--- config.mk ---
export PLATFORM = sky130hd
export DESIGN_NAME = insertion_sorter_unit
export DESIGN_NICKNAME = d
export VERILOG_FILES = /design/src/rtl/core/isu_pkg.sv /design/src/rtl/core/isu_cell.sv /design/src/rtl/core/insertion_sorter_unit.sv
export SDC_FILE = /design/constraint.sdc
export NUM_CORES = 2
export LEC_CHECK = 0
export BUFFER_PORTS_ARGS = -buffer_cell sky130_fd_sc_hd__buf_2
export CELL_PAD_IN_SITES_DETAIL_PLACEMENT = 0
export CELL_PAD_IN_SITES_GLOBAL_PLACEMENT = 1
export CORE_UTILIZATION = 51
export CTS_CLUSTER_DIAMETER = 60
export DETAILED_ROUTE_END_ITERATION = 7
export PLACE_DENSITY_LB_ADDON = 0.1
export SLEW_MARGIN = 20
export SYNTH_ARGS = -nofsm -noshare
export SYNTH_HDL_FRONTEND = slang
export SYNTH_HIERARCHICAL = 1
export SYNTH_SLANG_ARGS = --single-unit
--- constraint.sdc ---
create_clock -name aclk -period 6.8 [get_ports aclk]
set_clock_uncertainty 0.1 [all_clocks]
set_input_delay 0.34 -clock aclk [delete_from_list [all_inputs] [get_ports aclk]]
set_output_delay 0.34 -clock aclk [all_outputs]
set_load 0.02 [all_outputs]
--- src/rtl/core/isu_pkg.sv ---
// Package for the insertion sorter: state encoding and the control bundle
// broadcast from the top level to every cell of the sorting chain.
// No dependencies.
`timescale 1ns / 1ps
`default_nettype none

package isu_pkg;

    // Width of one sorted element.
    localparam int unsigned DATA_W = 32;

    // Controller states: collecting a batch, or draining the sorted batch.
    typedef enum logic [0:0] {
        ST_FILL = 1'b0,
        ST_EMIT = 1'b1
    } isu_state_t;

    // Command broadcast to all cells at once.
    typedef struct packed {
        logic                     insert;  // place din into the chain
        logic                     shift;   // move every cell one place to the front
        logic signed [DATA_W-1:0] din;     // value being inserted
    } isu_cell_ctrl_t;

endpackage : isu_pkg

`default_nettype wire

--- src/rtl/core/isu_cell.sv ---
// One cell of the insertion chain: holds one element and its valid bit.
// Depends on isu_pkg for the control bundle and data width.
`timescale 1ns / 1ps
`default_nettype none

module isu_cell
    import isu_pkg::*;
(
    input  wire logic                     aclk,
    input  wire logic                     aresetn,
    input  wire isu_cell_ctrl_t           ctrl,
    // Neighbour towards the front (smaller values)
    input  wire logic signed [DATA_W-1:0] left_value,
    input  wire logic                     left_valid,
    input  wire logic                     left_gt,
    // Neighbour towards the back (larger values)
    input  wire logic signed [DATA_W-1:0] right_value,
    input  wire logic                     right_valid,
    // Own contents
    output logic signed [DATA_W-1:0]      value,
    output logic                          valid,
    output logic                          gt
);

    logic signed [DATA_W-1:0] value_reg, value_next;
    logic                     valid_reg, valid_next;

    // Strictly greater, so an equal new value settles behind older ones.
    assign gt = valid_reg && (value_reg > ctrl.din);

    // Next contents: take the front neighbour when it is pushed back, take the
    // new value where it lands, or move forward while the batch drains.
    always_comb begin
        value_next = value_reg;
        valid_next = valid_reg;
        if (ctrl.insert) begin
            if (left_gt) begin
                value_next = left_value;
            end else if (gt || (!valid_reg && left_valid)) begin
                value_next = ctrl.din;
            end
            valid_next = valid_reg || left_valid;
        end else if (ctrl.shift) begin
            value_next = right_value;
            valid_next = right_valid;
        end
    end

    // Valid bit is control state; the element itself needs no reset.
    always_ff @(posedge aclk) begin
        if (!aresetn) begin
            valid_reg <= 1'b0;
        end else begin
            valid_reg <= valid_next;
        end
    end

    always_ff @(posedge aclk) begin
        value_reg <= value_next;
    end

    assign value = value_reg;
    assign valid = valid_reg;

endmodule : isu_cell

`default_nettype wire

--- src/rtl/core/insertion_sorter_unit.sv ---
// Top level of the insertion sorter: a chain of isu_cell instances and the
// fill/drain controller. Depends on isu_pkg and isu_cell.
//
//  Channel   Direction  Signals                    Contents
//  s_        in         tvalid tready tdata tlast  tdata[31:0] value, tlast last
//  m_        out        tvalid tready tdata tlast  tdata[31:0] sorted_value,
//                       tuser                      tlast last_out, tuser overflow
//
// While a batch is collected one input transaction is taken every cycle; the
// value is broadcast to all cells of the chain at once and lands in its place
// in that same cycle; once the chain is full, values are dropped and mark
// overflow. The transaction marked last starts the drain: one result per
// stored element, one per cycle while m_tready is high, taken from the front
// cell while the chain moves forward; s_tready stays low throughout the drain.
// aresetn is synchronous and active low; it empties the chain (no sweep).
// A low m_tready simply holds the front cell and the whole chain.
`timescale 1ns / 1ps
`default_nettype none

module insertion_sorter_unit
    import isu_pkg::*;
#(
    parameter int unsigned MAX_ITEMS = 16
) (
    input  wire logic        aclk,
    input  wire logic        aresetn,
    // Input stream
    input  wire logic        s_tvalid,
    output logic             s_tready,
    input  wire logic [31:0] s_tdata,   // [31:0] value
    input  wire logic        s_tlast,   // last
    // Result stream
    output logic             m_tvalid,
    input  wire logic        m_tready,
    output logic [31:0]      m_tdata,   // [31:0] sorted_value
    output logic             m_tlast,   // last_out
    output logic             m_tuser    // [0] overflow
);

    isu_state_t     state_reg, state_next;
    logic           dropped_reg, dropped_next;
    isu_cell_ctrl_t ctrl;

    logic signed [DATA_W-1:0] cell_value [MAX_ITEMS];
    logic [MAX_ITEMS-1:0]     cell_valid;
    logic [MAX_ITEMS-1:0]     cell_gt;

    logic full;

    assign full = cell_valid[MAX_ITEMS-1];

    // Controller: next state, cell commands and the overflow mark.
    // s_tready is high throughout ST_FILL and m_tvalid throughout ST_EMIT, so
    // the other side of each handshake alone decides the transfer there.
    always_comb begin
        state_next   = state_reg;
        dropped_next = dropped_reg;
        s_tready     = 1'b0;
        m_tvalid     = 1'b0;
        ctrl.insert  = 1'b0;
        ctrl.shift   = 1'b0;
        ctrl.din     = $signed(s_tdata);
        case (state_reg)
            ST_FILL: begin
                s_tready = 1'b1;
                if (s_tvalid) begin
                    if (full) begin
                        dropped_next = 1'b1;
                    end else begin
                        ctrl.insert = 1'b1;
                    end
                    if (s_tlast) begin
                        state_next = ST_EMIT;
                    end
                end
            end
            ST_EMIT: begin
                m_tvalid = 1'b1;
                if (m_tready) begin
                    ctrl.shift = 1'b1;
                    if (!cell_valid[1]) begin
                        state_next   = ST_FILL;
                        dropped_next = 1'b0;
                    end
                end
            end
            default: begin
                state_next = ST_FILL;
            end
        endcase
    end

    always_ff @(posedge aclk) begin
        if (!aresetn) begin
            state_reg   <= ST_FILL;
            dropped_reg <= 1'b0;
        end else begin
            state_reg   <= state_next;
            dropped_reg <= dropped_next;
        end
    end

    // The sorting chain; cell 0 holds the smallest element.
    for (genvar i = 0; i < MAX_ITEMS; i++) begin : g_cell
        logic signed [DATA_W-1:0] l_value;
        logic                     l_valid;
        logic                     l_gt;
        logic signed [DATA_W-1:0] r_value;
        logic                     r_valid;

        // The front end sees an always-present neighbour that never moves back.
        if (i == 0) begin : g_front
            assign l_value = '0;
            assign l_valid = 1'b1;
            assign l_gt    = 1'b0;
        end else begin : g_inner_l
            assign l_value = cell_value[i-1];
            assign l_valid = cell_valid[i-1];
            assign l_gt    = cell_gt[i-1];
        end

        // The back end drains in empty slots.
        if (i == MAX_ITEMS - 1) begin : g_back
            assign r_value = '0;
            assign r_valid = 1'b0;
        end else begin : g_inner_r
            assign r_value = cell_value[i+1];
            assign r_valid = cell_valid[i+1];
        end

        isu_cell u_cell (
            .aclk        (aclk),
            .aresetn     (aresetn),
            .ctrl        (ctrl),
            .left_value  (l_value),
            .left_valid  (l_valid),
            .left_gt     (l_gt),
            .right_value (r_value),
            .right_valid (r_valid),
            .value       (cell_value[i]),
            .valid       (cell_valid[i]),
            .gt          (cell_gt[i])
        );
    end

    // Results come straight from the front cell's registers.
    assign m_tdata = cell_value[0];
    assign m_tlast = !cell_valid[1];
    assign m_tuser = dropped_reg;

endmodule : insertion_sorter_unit

`default_nettype wire

==> results.py <==
metrics = {
    "outcome": {
        "status": "complete, no violations",
    },
    "floorplanning": {
        "ios": 73,
        "fp.dieW_um": 282,
        "die_h_um": 282,
        "core_area_um2": 77600,
        "dieArea_um2": 79600,
        "start_util_pct": 51.6,
        "num_rows": 102,
    },
    "cts": {
        "ctsHtreeMaxLevel": 3,
        "cts_tree": "yes",
        "cts_setup_buffers": 0,
        "clkSinkCount": 530,
        "clk_latency_ps": 610,
        "cts_made_buffers": 72,
        "cts-resized-gates": 0,
        "cts_hold_buffers": 4,
        "clock_path_buffers": 3,
        "ctsRootBufferMaster": "clkbuf_16",
        "clkTransAtPathRegs_ps": 60,
    },
    "sta": {
        "holdWs_ps": 105,
        "slew_violations": 0,
        "fin_crit_sh_pct": 67.7,
        "grt_setup_unrepaired": "false",
        "tightest_slew_ps": 1080,
        "setup_violations": 0,
        "slew_headroom_pct": 26.3,
        "max_freq_ghz": 0.217,
        "hold_viol": 0,
        "fin_crit_ps": 4600,
        "tns_ps": 0,
    },
    "setup_path": {
        "cp_max_fo": 33,
        "cp.arrival_ps": 4790,
        "cp_slowest_stage_delay_ps": 870,
        "cp_top_family": "compound AO/OA/AOI/OAI gates",
        "crit_path_end_kind": "flip-flop",
        "path_cells": "ha_1 -> a21oi_1 -> o21ai_0 -> a221o_1 -> o31a_1 -> or3_1 -> nand2_2 -> buf_4 -> a211oi_1 -> a32oi_2 -> buf_4",
        "crit_required_ps": 6980,
        "crit_type": "flip-flop to flip-flop",
        "path_buf_inv": 2,
        "slowest_stage": "a32oi_2",
        "critPathLaunchType": "flip-flop",
        "crit_top_cell": "buf_4",
    },
    "routing": {
        "vias": 30200,
        "wire_per_inst_um": 18.4,
        "antenna_left": 0,
        "drt-met1-wl_um": 46600,
        "first_pass_iters": 5,
        "drc": 0,
        "drt_wl_total_um": 101000,
        "dr.first_iter.drc_count": 1811,
        "met3_length_um": 3160,
        "avgViaCountPerCell": 5.52,
        "highest_layer": "met4",
        "wl_met2_um": 48400,
    },
    "global_route": {
        "grt_pass1_vias": 29400,
        "grt_pass1_wl_um": 160000,
        "grt_start_max_net_pins": 211,
        "antenna_found_initial": 0,
        "grt_overflow": 0,
        "grt_usage_pct": 25.3,
    },
    "power_and_ir_drop": {
        "pwr-share-clk_pct": 34.2,
        "power_switching_w": 0.00338,
        "irDropWorstVdd_v": 0.000193,
        "leakage_nw": 18.0,
        "switching_share_pct": 31.7,
        "p_int_w": 0.00729,
        "p_per_area_nw_per_um2": 241,
        "power_frac_comb_pct": 23.2,
        "seqPwrFrac_pct": 42.5,
    },
    "logic_synthesis": {
        "syn_area_um2": 40000,
        "syn_area_per_cell_um2": 9.37,
        "yosys_warnings": 6,
        "netlist_instances": 4269,
    },
    "place": {
        "port_buffers": 72,
        "gp_congestion": 0.848,
        "dp_hpwl_um": 77300,
    },
    "layout": {
        "nets": 4926,
        "drive_above_1_share_pct": 6.54,
        "mostFrequentLayoutCells": "721 x a21oi_1, 578 x inv_1, 576 x nor2_1",
        "multi_input_area_um2": 21800,
        "final_common_cell": "a21oi_1",
        "fillerInstances": 7275,
        "largest_register_ff_count": 512,
        "layout.area.seq_um2": 15700,
        "area_delta_synth_final_pct": 10.6,
        "antennaDiodeCount": 0,
    },
    "flow_run": {
        "cap_violations": 0,
    },
    "min_path": {
        "min_path_type": "primary input to flip-flop",
    },
}
-- power groups by stage --
| stage | combinational, W | clock [W] | sequential, W |
|---|---|---|---|
| 2_1_floorplan | 0.00177 | 0 | 0.00451 |
| 3_3_place_gp | 0.00243 | 0 | 0.00460 |
| 3_5_place_dp | 0.00248 | 0 | 0.00461 |
| 4_1_cts | 0.00249 | 0.00375 | 0.00454 |
| 5_1_grt | 0.00282 | 0.00388 | 0.00460 |
| 6_report | 0.00248 | 0.00366 | 0.00454 |
-- area by class of cell --
class,instances,area share [%]
Sequential cell,530,35.6
Multi-Input combinational cell,3050,49.4
Clock buffer,96,4.42
Inverter,579,4.91
Clock inverter,33,0.670
Timing Repair Buffer,144,2.16
Tap cell,1040,2.94
-- per-stage QoR --
step | std cells | area [µm²] | power (W) | worst slack [ps] | utilization [%]
finish | 5472 | 44300 | 0.0107 | 2200 | 57.0
global route | 5472 | 44300 | 0.0113 | 1920 | 57.0
CTS | 5471 | 44200 | 0.0108 | 2150 | 57.0
detailed placement | 5338 | 42000 | 0.00709 | 1890 | 54.1
global placement | 5338 | 42000 | 0.00702 | 1910 | 54.1
floorplan | 4335 | 40200 | 0.00628 | 709 | -
-- tightest hold or removal path, cell delays in order --
cell and delay [ps]:
buf_2 250, o31ai_1 130, a21oi_1 50
-- metal layers --
| metal | global-route usage, % | vias to the layer above |
|---|---|---|
| met5 | 0 | - |
| met3 | 2.63 | 124 |
| met4 | 7.90 | 0 |
| li1 | - | 15600 |
| met1 | 33.4 | 14000 |
| met2 | 43.5 | 469 |
-- worst paths after layout --
kind | startpoint | end | slack [ps] | depth (start not counted)
worst min-delay path | aresetn | g_cell[3].u_cell/valid$_SDFFE_PN0P_ | 110 | 3
worst max register to register | g_cell[8].u_cell/value[7]$_DFFE_PP_ | g_cell[9].u_cell/value[14]$_DFFE_PP_ | 2200 | 11
worst min register to register | g_cell[0].u_cell/valid$_SDFFE_PN0P_ | g_cell[0].u_cell/valid$_SDFFE_PN0P_ | 450 | 2
worst max-delay path | g_cell[8].u_cell/value[7]$_DFFE_PP_ | g_cell[9].u_cell/value[14]$_DFFE_PP_ | 2200 | 11
Power figures use the tool's default switching activity.
